<file path="src/design/iacp_pkg.sv">
// Shared types and constants of the install archive chain parser.
// Used by iacp_front, iacp_queue, iacp_back and the top level.
package iacp_pkg;

    localparam logic [7:0] NAME_LEN_BYTE = 8'h0C;
    localparam logic [7:0] MARK_BYTE     = 8'h24;
    localparam logic [7:0] SPACE_BYTE    = 8'h20;
    localparam int unsigned HDR_LEN      = 27;
    localparam int unsigned TRAILER_LEN  = 5;
    localparam int unsigned MIN_SPAN     = 32;
    localparam int unsigned QUEUE_DEPTH  = 4;
    localparam int unsigned QPTR_BITS    = $clog2(QUEUE_DEPTH);

    localparam logic [31:0] RST_ARCHIVE_LENGTH = 32'd32;
    localparam logic [31:0] RST_START_OFFSET   = 32'd0;
    localparam logic [16:0] RST_MAX_COUNT      = 17'd100000;
    localparam logic [30:0] RST_MAX_SIZE       = 31'd268435456;

    typedef enum logic [1:0] {
        REG_ARCHIVE_LENGTH = 2'd0,
        REG_START_OFFSET   = 2'd1,
        REG_MAX_COUNT      = 2'd2,
        REG_MAX_SIZE       = 2'd3
    } reg_index_t;

    typedef enum logic [2:0] {
        FAIL_NONE      = 3'd0,
        FAIL_TOO_SHORT = 3'd1,
        FAIL_RECORD    = 3'd2,
        FAIL_TAIL      = 3'd3,
        FAIL_NO_MEMBER = 3'd4,
        FAIL_LIMIT     = 3'd5
    } fail_t;

    typedef struct packed {
        logic [31:0] archive_length;
        logic [31:0] start_offset;
        logic [16:0] max_count;
        logic [30:0] max_size;
    } cfg_t;

    // One queue entry: everything one byte causes (member and/or verdict).
    typedef struct packed {
        logic        has_member;
        logic        has_verdict;
        logic [16:0] member_number;
        logic [32:0] header_position;
        logic [30:0] packed_size;
        logic [30:0] unpacked_size;
        logic        pack_method;
        logic [31:0] dos_stamp;
        logic        archive_ok;
        logic [16:0] members_total;
        logic [2:0]  fail_reason;
    } event_t;

endpackage

</file>
<file path="src/design/iacp_front.sv">
// Front part: accepts archive bytes, walks the header/payload chain and
// posts one event per byte that yields results. Depends on iacp_pkg.
module iacp_front
    import iacp_pkg::*;
#(
    parameter int LENGTH_BITS = 32
) (
    input  logic         aclk,
    input  logic         aresetn,
    input  cfg_t         cfg,
    input  logic         take,
    input  logic [7:0]   data_byte,
    output logic         push,
    output event_t       ev
);

    localparam int SW = ((LENGTH_BITS > 32) ? LENGTH_BITS : 32) + 2;

    typedef enum logic [2:0] {
        PH_HEADER, PH_PRELUDE, PH_PAYLOAD, PH_TAIL, PH_DONE
    } phase_t;

    phase_t                 phase_reg, phase_next;
    logic [LENGTH_BITS-1:0] pos_reg, pos_next;
    logic [LENGTH_BITS-1:0] chain_end_reg, chain_end_next;
    logic [31:0]            rem_reg, rem_next;
    logic [4:0]             idx_reg, idx_next;
    logic [16:0]            cnt_reg, cnt_next;
    logic                   nonspace_reg, nonspace_next;
    logic                   broken_reg, broken_next;
    logic                   limit_reg, limit_next;
    logic                   first_reg, first_next;
    logic [7:0]             hb_reg [13];

    logic [31:0]   cs, us, stamp, rem_dec;
    logic [SW-1:0] alen_ext, end_hdr, end_mem, end_next_ext;
    logic          bad, bad_j, accept, do_break;
    logic [2:0]    reason;
    logic [3:0]    hb_idx;

    assign cs       = {hb_reg[3], hb_reg[2], hb_reg[1], hb_reg[0]};
    assign us       = {hb_reg[7], hb_reg[6], hb_reg[5], hb_reg[4]};
    assign stamp    = {hb_reg[11], hb_reg[10], hb_reg[9], hb_reg[8]};
    assign alen_ext = SW'(cfg.archive_length);
    assign end_hdr  = SW'(chain_end_reg) + SW'(HDR_LEN);
    assign end_mem  = end_hdr + SW'(cs);
    assign hb_idx   = 4'(idx_reg - 5'd13);

    always_comb begin
        phase_next     = phase_reg;
        pos_next       = pos_reg;
        chain_end_next = chain_end_reg;
        rem_next       = rem_reg;
        idx_next       = idx_reg;
        cnt_next       = cnt_reg;
        nonspace_next  = nonspace_reg;
        broken_next    = broken_reg;
        limit_next     = limit_reg;
        first_next     = first_reg;
        bad            = 1'b0;
        accept         = 1'b0;
        do_break       = 1'b0;
        rem_dec        = (rem_reg != 32'd0) ? rem_reg - 32'd1 : rem_reg;
        bad_j = (data_byte != MARK_BYTE) || cs[31] || us[31]
             || (cs > {1'b0, cfg.max_size}) || (us > {1'b0, cfg.max_size})
             || (hb_reg[12] > 8'd1)
             || ((hb_reg[12] == 8'd0) && (cs != us))
             || (end_mem > alen_ext)
             || ((hb_reg[12] == 8'd1) && (cs < 32'd3));
        ev     = '0;
        reason = FAIL_NONE;

        if (take && phase_reg != PH_DONE) begin
            case (phase_reg)
                PH_HEADER: begin
                    if (idx_reg == 5'd0) begin
                        if (end_hdr > alen_ext) begin
                            phase_next = PH_TAIL;
                        end else if (cnt_reg >= cfg.max_count) begin
                            limit_next = 1'b1;
                            phase_next = PH_TAIL;
                        end else begin
                            nonspace_next = 1'b0;
                            bad = (data_byte != NAME_LEN_BYTE);
                        end
                    end else if (idx_reg <= 5'd12) begin
                        bad = (data_byte < SPACE_BYTE);
                        if (data_byte != SPACE_BYTE) nonspace_next = 1'b1;
                        if (idx_reg == 5'd12 && !nonspace_reg && data_byte == SPACE_BYTE)
                            bad = 1'b1;
                    end
                    if (phase_next == PH_HEADER) begin
                        if (bad) begin
                            do_break = 1'b1;
                        end else if (idx_reg == 5'(HDR_LEN - 1)) begin
                            idx_next = 5'd0;
                            if (bad_j) begin
                                do_break = 1'b1;
                            end else begin
                                rem_next = cs;
                                if (hb_reg[12] == 8'd1) begin
                                    phase_next = PH_PRELUDE;
                                    first_next = 1'b1;
                                end else begin
                                    accept     = 1'b1;
                                    phase_next = (cs != 32'd0) ? PH_PAYLOAD : PH_HEADER;
                                end
                            end
                        end else begin
                            idx_next = idx_reg + 5'd1;
                        end
                    end
                end
                PH_PRELUDE: begin
                    if (first_reg) begin
                        if (data_byte > 8'd1) begin
                            do_break = 1'b1;
                        end else begin
                            rem_next   = rem_reg - 32'd1;
                            first_next = 1'b0;
                        end
                    end else if (data_byte < 8'd4 || data_byte > 8'd6) begin
                        do_break = 1'b1;
                    end else begin
                        rem_next   = rem_reg - 32'd1;
                        accept     = 1'b1;
                        phase_next = (rem_reg != 32'd1) ? PH_PAYLOAD : PH_HEADER;
                    end
                end
                PH_PAYLOAD: begin
                    rem_next = rem_dec;
                    if (rem_dec == 32'd0) phase_next = PH_HEADER;
                end
                default: begin
                end
            endcase

            if (do_break) begin
                broken_next = 1'b1;
                phase_next  = PH_TAIL;
                idx_next    = 5'd0;
            end

            if (accept) begin
                ev.has_member      = 1'b1;
                ev.member_number   = cnt_reg;
                ev.header_position = 33'(SW'(cfg.start_offset) + SW'(chain_end_reg));
                ev.packed_size     = cs[30:0];
                ev.unpacked_size   = us[30:0];
                ev.pack_method     = hb_reg[12][0];
                ev.dos_stamp       = stamp;
                cnt_next           = cnt_reg + 17'd1;
                chain_end_next     = end_mem[LENGTH_BITS-1:0];
            end

            pos_next = pos_reg + LENGTH_BITS'(1);
            end_next_ext = SW'(chain_end_next);
            if (SW'(pos_next) == alen_ext) begin
                if (cfg.archive_length < 32'(MIN_SPAN))      reason = FAIL_TOO_SHORT;
                else if (limit_next)                         reason = FAIL_LIMIT;
                else if (cnt_next == 17'd0)                  reason = FAIL_NO_MEMBER;
                else if (broken_next)                        reason = FAIL_RECORD;
                else if (end_next_ext != alen_ext &&
                         end_next_ext + SW'(TRAILER_LEN) != alen_ext)
                                                             reason = FAIL_TAIL;
                else                                         reason = FAIL_NONE;
                ev.has_verdict   = 1'b1;
                ev.archive_ok    = (reason == FAIL_NONE);
                ev.members_total = cnt_next;
                ev.fail_reason   = reason;
                phase_next       = PH_DONE;
            end
        end else begin
            end_next_ext = SW'(chain_end_reg);
        end
    end

    assign push = ev.has_member || ev.has_verdict;

    always_ff @(posedge aclk) begin
        if (!aresetn) begin
            phase_reg     <= PH_HEADER;
            pos_reg       <= '0;
            chain_end_reg <= '0;
            rem_reg       <= '0;
            idx_reg       <= '0;
            cnt_reg       <= '0;
            nonspace_reg  <= 1'b0;
            broken_reg    <= 1'b0;
            limit_reg     <= 1'b0;
            first_reg     <= 1'b0;
        end else begin
            phase_reg     <= phase_next;
            pos_reg       <= pos_next;
            chain_end_reg <= chain_end_next;
            rem_reg       <= rem_next;
            idx_reg       <= idx_next;
            cnt_reg       <= cnt_next;
            nonspace_reg  <= nonspace_next;
            broken_reg    <= broken_next;
            limit_reg     <= limit_next;
            first_reg     <= first_next;
        end
    end

    // Hold header bytes 13..25; byte 26 (marker) is judged on arrival.
    always_ff @(posedge aclk) begin
        if (take && phase_reg == PH_HEADER && idx_reg >= 5'd13
                && idx_reg < 5'(HDR_LEN - 1))
            hb_reg[hb_idx] <= data_byte;
    end

endmodule

</file>
<file path="src/design/iacp_queue.sv">
// Short event queue between the front and back parts.
// Depends on iacp_pkg.
module iacp_queue
    import iacp_pkg::*;
(
    input  logic   aclk,
    input  logic   aresetn,
    input  logic   push,
    input  event_t push_ev,
    input  logic   pop,
    output logic   full,
    output logic   empty,
    output event_t head
);

    event_t               mem [QUEUE_DEPTH];
    logic [QPTR_BITS-1:0] wr_reg, rd_reg;
    logic [QPTR_BITS:0]   cnt_reg;

    assign full  = (cnt_reg == (QPTR_BITS+1)'(QUEUE_DEPTH));
    assign empty = (cnt_reg == '0);
    assign head  = mem[rd_reg];

    always_ff @(posedge aclk) begin
        if (push) mem[wr_reg] <= push_ev;
    end

    always_ff @(posedge aclk) begin
        if (!aresetn) begin
            wr_reg  <= '0;
            rd_reg  <= '0;
            cnt_reg <= '0;
        end else begin
            if (push) wr_reg <= wr_reg + 1'b1;
            if (pop)  rd_reg <= rd_reg + 1'b1;
            cnt_reg <= cnt_reg + (QPTR_BITS+1)'(push) - (QPTR_BITS+1)'(pop);
        end
    end

endmodule

</file>
<file path="src/design/iacp_back.sv">
// Back part: splits queued events into result items and holds them in an
// output register. Depends on iacp_pkg.
module iacp_back
    import iacp_pkg::*;
(
    input  logic         aclk,
    input  logic         aresetn,
    input  logic         empty,
    input  event_t       head,
    output logic         pop,
    input  logic         m_ready,
    output logic         m_valid,
    output logic         m_result_kind,
    output logic [16:0]  m_member_number,
    output logic [32:0]  m_header_position,
    output logic [30:0]  m_packed_size,
    output logic [30:0]  m_unpacked_size,
    output logic         m_pack_method,
    output logic [31:0]  m_dos_stamp,
    output logic         m_archive_ok,
    output logic [16:0]  m_members_total,
    output logic [2:0]   m_fail_reason,
    output logic         m_last_of_run
);

    logic   valid_reg, half_reg, load, show_member;
    event_t out_reg, out_next;
    logic   kind_reg, last_reg;

    assign load        = !valid_reg || m_ready;
    assign show_member = head.has_member && !half_reg;
    assign pop         = load && !empty && !(show_member && head.has_verdict);

    always_ff @(posedge aclk) begin
        if (!aresetn) begin
            valid_reg <= 1'b0;
            half_reg  <= 1'b0;
        end else if (load) begin
            valid_reg <= !empty;
            if (!empty) half_reg <= show_member && head.has_verdict;
        end
    end

    // Zero the fields that do not belong to the kind shown.
    always_comb begin
        out_next = '0;
        if (show_member) begin
            out_next.member_number   = head.member_number;
            out_next.header_position = head.header_position;
            out_next.packed_size     = head.packed_size;
            out_next.unpacked_size   = head.unpacked_size;
            out_next.pack_method     = head.pack_method;
            out_next.dos_stamp       = head.dos_stamp;
        end else begin
            out_next.archive_ok      = head.archive_ok;
            out_next.members_total   = head.members_total;
            out_next.fail_reason     = head.fail_reason;
        end
    end

    always_ff @(posedge aclk) begin
        if (load && !empty) begin
            out_reg  <= out_next;
            kind_reg <= !show_member;
            last_reg <= show_member ? !head.has_verdict : 1'b1;
        end
    end

    assign m_valid           = valid_reg;
    assign m_result_kind     = kind_reg;
    assign m_member_number   = out_reg.member_number;
    assign m_header_position = out_reg.header_position;
    assign m_packed_size     = out_reg.packed_size;
    assign m_unpacked_size   = out_reg.unpacked_size;
    assign m_pack_method     = out_reg.pack_method;
    assign m_dos_stamp       = out_reg.dos_stamp;
    assign m_archive_ok      = out_reg.archive_ok;
    assign m_members_total   = out_reg.members_total;
    assign m_fail_reason     = out_reg.fail_reason;
    assign m_last_of_run     = last_reg;

endmodule

</file>
<file path="src/design/install_archive_chain_parser.sv">
// Top level of the install archive chain parser: configuration registers,
// front parser, event queue and result stage. Depends on iacp_pkg.
//
// Usage:
//   s_valid/s_ready/s_data_byte carry archive bytes in file order, one item
//   per accepted cycle. The parser takes one byte every cycle while the
//   event queue has room, so the sustained rate is one byte per cycle.
//   m_valid/m_ready carry result items: a member record when a header (and
//   for imploded members, its two prelude bytes) checks out, and a verdict
//   on the byte that reaches archive_length. A byte can yield both; the
//   member comes first, and m_last_of_run marks the last item of a byte.
//   Path: a result's event enters the queue when its byte is accepted and
//   then moves to the output register, from where it shows on m_*; a byte
//   yielding two items shows them one after the other.
//   When the receiver stalls, up to four events wait in the queue; once it
//   is full, s_ready drops until the output side drains.
//   cfg_valid/cfg_index/cfg_data write a register; cfg_ready is always high.
//   Write configuration only while the block is idle.
//   Reset (aresetn low, synchronous) restores register defaults, clears the
//   chain state and empties the queue and output stage. After the verdict,
//   further bytes are accepted and dropped until the next reset.
module install_archive_chain_parser
    import iacp_pkg::*;
#(
    parameter int LENGTH_BITS = 32
) (
    input  logic         aclk,
    input  logic         aresetn,
    input  logic         cfg_valid,
    output logic         cfg_ready,
    input  logic [1:0]   cfg_index,
    input  logic [31:0]  cfg_data,
    input  logic         s_valid,
    output logic         s_ready,
    input  logic [7:0]   s_data_byte,
    output logic         m_valid,
    input  logic         m_ready,
    output logic         m_result_kind,
    output logic [16:0]  m_member_number,
    output logic [32:0]  m_header_position,
    output logic [30:0]  m_packed_size,
    output logic [30:0]  m_unpacked_size,
    output logic         m_pack_method,
    output logic [31:0]  m_dos_stamp,
    output logic         m_archive_ok,
    output logic [16:0]  m_members_total,
    output logic [2:0]   m_fail_reason,
    output logic         m_last_of_run
);

    cfg_t   cfg_reg;
    logic   push, pop, full, empty, take;
    event_t push_ev, head;

    assign cfg_ready = 1'b1;
    assign s_ready   = !full;
    assign take      = s_valid && s_ready;

    // Register file: one write per handshake.
    always_ff @(posedge aclk) begin
        if (!aresetn) begin
            cfg_reg.archive_length <= RST_ARCHIVE_LENGTH;
            cfg_reg.start_offset   <= RST_START_OFFSET;
            cfg_reg.max_count      <= RST_MAX_COUNT;
            cfg_reg.max_size       <= RST_MAX_SIZE;
        end else if (cfg_valid && cfg_ready) begin
            case (reg_index_t'(cfg_index))
                REG_ARCHIVE_LENGTH: cfg_reg.archive_length <= cfg_data;
                REG_START_OFFSET:   cfg_reg.start_offset   <= cfg_data;
                REG_MAX_COUNT:      cfg_reg.max_count      <= cfg_data[16:0];
                REG_MAX_SIZE:       cfg_reg.max_size       <= cfg_data[30:0];
                default: begin
                end
            endcase
        end
    end

    // Front: classify each byte, post events.
    iacp_front #(.LENGTH_BITS(LENGTH_BITS)) u_front (
        .aclk      (aclk),
        .aresetn   (aresetn),
        .cfg       (cfg_reg),
        .take      (take),
        .data_byte (s_data_byte),
        .push      (push),
        .ev        (push_ev)
    );

    // Queue: lets the parser run on while results wait.
    iacp_queue u_queue (
        .aclk    (aclk),
        .aresetn (aresetn),
        .push    (push),
        .push_ev (push_ev),
        .pop     (pop),
        .full    (full),
        .empty   (empty),
        .head    (head)
    );

    // Back: split events into items, hold them for the receiver.
    iacp_back u_back (
        .aclk              (aclk),
        .aresetn           (aresetn),
        .empty             (empty),
        .head              (head),
        .pop               (pop),
        .m_ready           (m_ready),
        .m_valid           (m_valid),
        .m_result_kind     (m_result_kind),
        .m_member_number   (m_member_number),
        .m_header_position (m_header_position),
        .m_packed_size     (m_packed_size),
        .m_unpacked_size   (m_unpacked_size),
        .m_pack_method     (m_pack_method),
        .m_dos_stamp       (m_dos_stamp),
        .m_archive_ok      (m_archive_ok),
        .m_members_total   (m_members_total),
        .m_fail_reason     (m_fail_reason),
        .m_last_of_run     (m_last_of_run)
    );

endmodule

</file>
<file path="config.mk">
export PLATFORM = sky130hd
export DESIGN_NAME = install_archive_chain_parser
export DESIGN_NICKNAME = d
export VERILOG_FILES = /design/src/design/iacp_pkg.sv /design/src/design/iacp_front.sv /design/src/design/iacp_queue.sv /design/src/design/iacp_back.sv /design/src/design/install_archive_chain_parser.sv
export SDC_FILE = /design/constraint.sdc
export NUM_CORES = 2
export LEC_CHECK = 0
export BUFFER_PORTS_ARGS = -buffer_cell sky130_fd_sc_hd__clkbuf_2
export CAP_MARGIN = 20
export CORE_ASPECT_RATIO = 0.5
export CORE_UTILIZATION = 35
export DETAILED_ROUTE_END_ITERATION = 16
export SKIP_LAST_GASP = 1
export SYNTH_ARGS = -nofsm -noshare
export SYNTH_HDL_FRONTEND = slang
export SYNTH_SLANG_ARGS = --single-unit
</file>
<file path="constraint.sdc">
create_clock -name aclk -period 10.9 [get_ports aclk]
set_clock_uncertainty 0.1 [all_clocks]
set_input_delay 1.09 -clock aclk [delete_from_list [all_inputs] [get_ports aclk]]
set_output_delay 1.09 -clock aclk [all_outputs]
set_load 0.02 [all_outputs]
</file>
Word-level counts from Yosys, hierarchy flattened
Memories as Yosys holds them, arrays and structs flattened. A register that Yosys moved wholly into a read port is not among the register bits.
Index checks and enable logic that the tools add are counted.
{ "totals": {"regBits": 414, "word_cells": 252, "mem_count": 2, "inputBits": 47, "ramBits": 776} }
{ "classes": {"bitwise_logic": 1, "addsub": 13, "n_eq_ne": 32, "muxes": 98, "n_reduce_logical": 61, "magnitude_cmp": 15} }
{ "memory_table": {"columns": ["memory", "depth", "width", "read_ports", "rd_clocked_by_memory_dff", "wr", "line_no", "rtl"], "rows": [
  ["u_queue.mem", 4, 168, 1, 1, 1, "iacp_queue.sv:16", "event_t mem [QUEUE_DEPTH];"],
  ["u_front.hb_reg", 13, 8, 13, 0, 1, "iacp_front.sv:33", "logic [7:0] hb_reg [13];"]
]} }
{ "op_table": {"columns": ["operator", "count"], "rows": [
  ["$mux W32", 10],
  ["$mux W168", 1],
  ["$mux W145", 1],
  ["$pmux W32 S3", 1],
  ["$gt A34 B32 Y1", 2],
  ["$gt A32 B31 Y1", 2],
  ["$ne A32 B32 Y1", 2],
  ["$reduce_bool A32 Y1", 2],
  ["$mux W3", 21],
  ["$mux W1", 47],
  ["$add A34 B32 Y34", 1],
  ["$mux W17", 2],
  ["$ne A34 B32 Y1", 1],
  ["$add A32 B3 Y33 const B", 1],
  ["$add A32 B32 Y33", 1],
  ["$add A32 B5 Y33 const B", 1],
  ["$add A32 B1 Y32 const B", 1],
  ["$eq A32 B32 Y1", 1],
  ["$logic_not A32 Y1", 1],
  ["$lt A32 B2 Y1 const B", 1],
  ["$lt A32 B6 Y1 const B", 1],
  ["$ne A32 B1 Y1 const B", 1],
  ["$sub A32 B1 Y32 const B", 1],
  ["$mux W5", 5],
  ["53 further kinds", 112]
]} }

Logic depth before layout (Yosys ltp)
{ "depth": {"word_depth": 33, "depth_mapped": 46, "ltp_nobuf": 42} }

By module
From an unflattened synthesis, not the netlist that was laid out.
{ "hier_totals": {"cells_unflattened": 4478, "hier_area_um2": 57730.4} }
{ "by_module_without_submodules": {"columns": ["module", "area_per_inst_um2", "seq_area_each_um2", "cells_per_inst", "n_inst"], "rows": [
  ["iacp_queue", 24683.7, 20359.5, 921, 1],
  ["iacp_front", 22476.6, 5625.4, 2778, 1],
  ["iacp_back", 6289.8, 5084.9, 364, 1],
  ["install_archive_chain_parser", 4280.4, 2242.2, 415, 1]
]} }

Least setup slack after synthesis
No wires, ideal clock.
{ "synth_path": {"path_kind": "input -> register", "from": "input m_ready", "to": "register u_queue.cnt_reg[2]", "cell_stages": 11, "setup_slack_ns": -0.530, "t_arrival_ns": 11.215, "n_path_buf": 0, "path_cell_list": "inv_1 -> a21oi_1 -> nor2b_1 -> ha_1 -> inv_1 -> ha_1 -> inv_1 -> fa_1 -> xnor2_1 -> xnor2_1 -> and2_1"} }
{ "synth_via": {"elab_chain_cells": 4} }
{ "synth_rtl": {"columns": ["item", "line_no", "rtl"], "rows": [
  ["start: declaration", "install_archive_chain_parser.sv:37", "input logic m_ready,"],
  ["$logic_or A1 B1 Y1", "iacp_back.sv:30", "assign load = !valid_reg || m_ready;"],
  ["$logic_and A1 B1 Y1 (2 in series)", "iacp_back.sv:32", "assign pop = load && !empty && !(show_member && head.has_verdict);"],
  ["net pop", "install_archive_chain_parser.sv:52", "logic push, pop, full, empty, take;"],
  ["$sub A3 B1 Y3", "iacp_queue.sv:36", "cnt_reg <= cnt_reg + (QPTR_BITS+1)'(push) - (QPTR_BITS+1)'(pop);"],
  ["end signal: assignment", "iacp_queue.sv:36", null],
  ["end: declaration", "iacp_queue.sv:18", "logic [QPTR_BITS:0] cnt_reg;"]
]} }
The timed path passes the listed nets, and every way through them passes these cells.
A chain may end at the register's enable or synchronous reset.

==> flow_summary_export.csv <==
group,metric,value,unit
clock_network,cts_sinks,1192,
detailed_routing,routed_wl,174000,µm
sta,slew_viol_final,0,
sta,finalCritPeriodShare,0.917,
detailed_routing,vias_per_cell,5.47,
critical_path,path_max_fanout,8,
synth,yosysSeqAreaShare,0.581,
die,rows,104,
critical_path,crit_top_cell,"a21oi_1",
die,die_w,575,µm
sta,final.setup.tns,0,ns
global_route,antenna_found_initial,7,
clock_network,worstSkewPairLatency,0.78,ns
synth,synth.distinct_cells,88,
clock_network,cts_root_buf,"clkbuf_16",
sta,worst_pin_slew,1.11,ns
critical_path,max_stage_delay,0.51,ns
global_route,overflow,0,
detailed_routing,wl_per_cell,24.7,µm
sta,fin_crit,10.0,ns
placed_design,gp_congestion,0.933,
clock_network,htree_levels,3,
synth,synth_flop_cell,"edfxtp_1",
final_layout,drive_gt1_frac,0.141,
die,die-area,166000,µm²
job,cap_violations,0,
synth,synth_area,57400,µm²
detailed_routing,first_pass_iters,5,
synth,avgSynthCellArea,12.5,µm²
critical_path,path_class,"flop to flop",
synth,synth_nets,4888,
critical_path,critPathSlowestCell,"dfxtp_1",
sta,relSlewSlack,0.257,
synth,yosys_warnings,0,
placed_design,port_buffers,216,
synth,synth_cells,4607,
global_route,grt_pass1_vias,37877,
final_layout,nets,5068,
pwr,irDropWorstVdd,0.173,mV
final_layout,areaGrowthSynthToFinish,13.0,%
detailed_routing,ant_nets,0,
detailed_routing,dr_total_vias,38629,
sta,finalWorstSetupSlack,0.902,ns
detailed_routing,drc,0,
pwr,powerDensity,193,nW/µm²
global_route,grt_max_degree,162,
synth,synth-edff-count,944,
global_route,grt_pass1_wl,254000,µm
sta,fmax,100,MHz
die,ioPinCount,218,
status,outcome,"finished clean",
final_layout,layout_common_cells,"944 x edfxtp_1, 473 x nand2_1, 246 x dfxtp_1",
global_route,grt.total_usage,0.206,
die,fp.coreArea,162000,µm²
final_layout,largest_reg_flops,672,
sta,setup_violations,0,
synth,async_flop_share,0,
critical_path,required,11.29,ns
die,start_util,0.355,
critical_path,critPathArrivalTime,10.39,ns
clock_network,max-clock-path-buffers,3,
final_layout,fillers,15162,
worst_hold_path,hp-class,"flop to flop",
synth,yosys_register_bits,1192,
clock_network,cts_tree,"built",
placed_design,post-dp-hpwl,123000,µm
sta,rsz0062_at_grt,"false",
clock_network,cts_buffers,112,
clock_network,cts_resized,0,
sta,hold_violations,0,
critical_path,worstSetupStartpointType,"flop",
clock_network,path_clk_slew,0.07,ns
critical_path,crit_path_end_kind,"flop",
detailed_routing,drt_iter0_markers,3396,
placed_design,pre_cts_ws,0.505,ns
die,die_y,288,µm
pwr,p_leak,23.5,nW
clock_network,hold_buffers,0,
pwr,power,12.5,mW
clock_network,postCtsSetupBuffers,0,
sta,hold_slack,0.368,ns
final_layout,layout.cells.most_common,"edfxtp_1",
[final timing paths]
kind,depth (start not counted),startpoint,slack (ns),to
max,38,u_front.chain_end_reg[5]$_SDFFE_PN0P_,0.90,u_queue.mem[1][20]$_DFFE_PP_
min,2,cfg_reg[35]$_SDFFE_PN0P_,0.37,cfg_reg[35]$_SDFFE_PN0P_
max reg2reg,38,u_front.chain_end_reg[5]$_SDFFE_PN0P_,0.90,u_queue.mem[1][20]$_DFFE_PP_
min reg2reg,2,cfg_reg[35]$_SDFFE_PN0P_,0.37,cfg_reg[35]$_SDFFE_PN0P_
[cell families after synthesis]
group | count (synthesis) | synth area share
flip-flops | 1192 | 0.581
XOR/XNOR | 289 | 0.0444
adder cells (fa/ha/maj) | 234 | 0.0514
AO/OA/AOI/OAI | 741 | 0.0877
multiplexers | 192 | 0.0704
AND/OR/NAND/NOR | 1560 | 0.139
other | 1 | 0.0000654
buffers and inverters | 398 | 0.0269
[power breakdown]
part / switching (mW) / internal (mW) / total, mW
Sequential: 0.251 / 5.33 / 5.58
Clock: 1.80 / 2.09 / 3.90
Combinational: 1.90 / 1.15 / 3.05
Total: 3.95 / 8.57 / 12.5
[per-stage QoR]
step / cells / area (µm²) / utilization
2_1_floorplan: 4607 / 57400 / -
3_3_place_gp: 6844 / 61200 / 0.378
3_5_place_dp: 6845 / 61200 / 0.378
4_1_cts: 7059 / 64800 / 0.401
5_1_grt: 7061 / 64800 / 0.401
6_report: 7062 / 64800 / 0.401
[worst max-delay path, delay by kind of cell, from the launching register on]
| kind | cells | cell delay (ns) |
|---|---|---|
| AOI/OAI and AO/OA | 20 | 4.82 |
| and+or+nand+nor | 13 | 3.00 |
| adders and majority gates | 3 | 0.95 |
| DFF | 1 | 0.51 |
| xor gates and xnor gates | 1 | 0.31 |
| buffers and inverters | 1 | 0.08 |
[cells in the mapped netlist, types with 15 or more instances]
library cell | count | area, µm²
a211oi_1 | 20 | 150
a21boi_0 | 160 | 1200
a21o_1 | 52 | 390
a21oi_1 | 169 | 846
a31oi_1 | 16 | 100
and2_1 | 94 | 588
and3_1 | 163 | 1020
buf_1 | 24 | 90.1
clkbuf_1 | 204 | 766
dfxtp_1 | 248 | 4960
edfxtp_1 | 944 | 28300
ha_1 | 231 | 2890
inv_1 | 150 | 563
mux2i_1 | 21 | 210
mux4_2 | 169 | 3810
nand2_1 | 474 | 1780
nand2b_1 | 25 | 156
nand3_1 | 97 | 485
nand4_1 | 81 | 507
nor2_1 | 210 | 788
nor2b_1 | 175 | 1090
nor3_1 | 90 | 450
nor3b_1 | 19 | 143
nor4_1 | 44 | 275
o211a_1 | 21 | 210
o211ai_1 | 32 | 240
o21a_1 | 27 | 203
o21ai_0 | 116 | 581
o31ai_1 | 15 | 113
or3_1 | 28 | 175
xnor2_1 | 204 | 1790
xor2_1 | 84 | 736
[routing by layer]
metal	wire length (µm)	vias to the layer above	global-route usage
met5	13	-	0
met4	4690	2	0.0607
met3	10000	231	0.0287
met2	80200	1138	0.331
met1	79500	19769	0.290
li1	-	17489	-
[area by class of cell]
| class | instances | area, µm² | share of cell area |
|---|---|---|---|
| Tap cell | 2173 | 2720 | 0.0419 |
| Inverter | 152 | 573 | 0.00884 |
| Clock buffer | 149 | 2970 | 0.0458 |
| Clock inverter | 65 | 657 | 0.0101 |
| Multi-Input combinational cell | 3017 | 22600 | 0.348 |
| Sequential cell | 1192 | 33300 | 0.514 |
| Antenna cell | 2 | 5.00 | 0.0000772 |
| Timing Repair Buffer | 312 | 1990 | 0.0308 |
(Power assumes the default switching activity.)
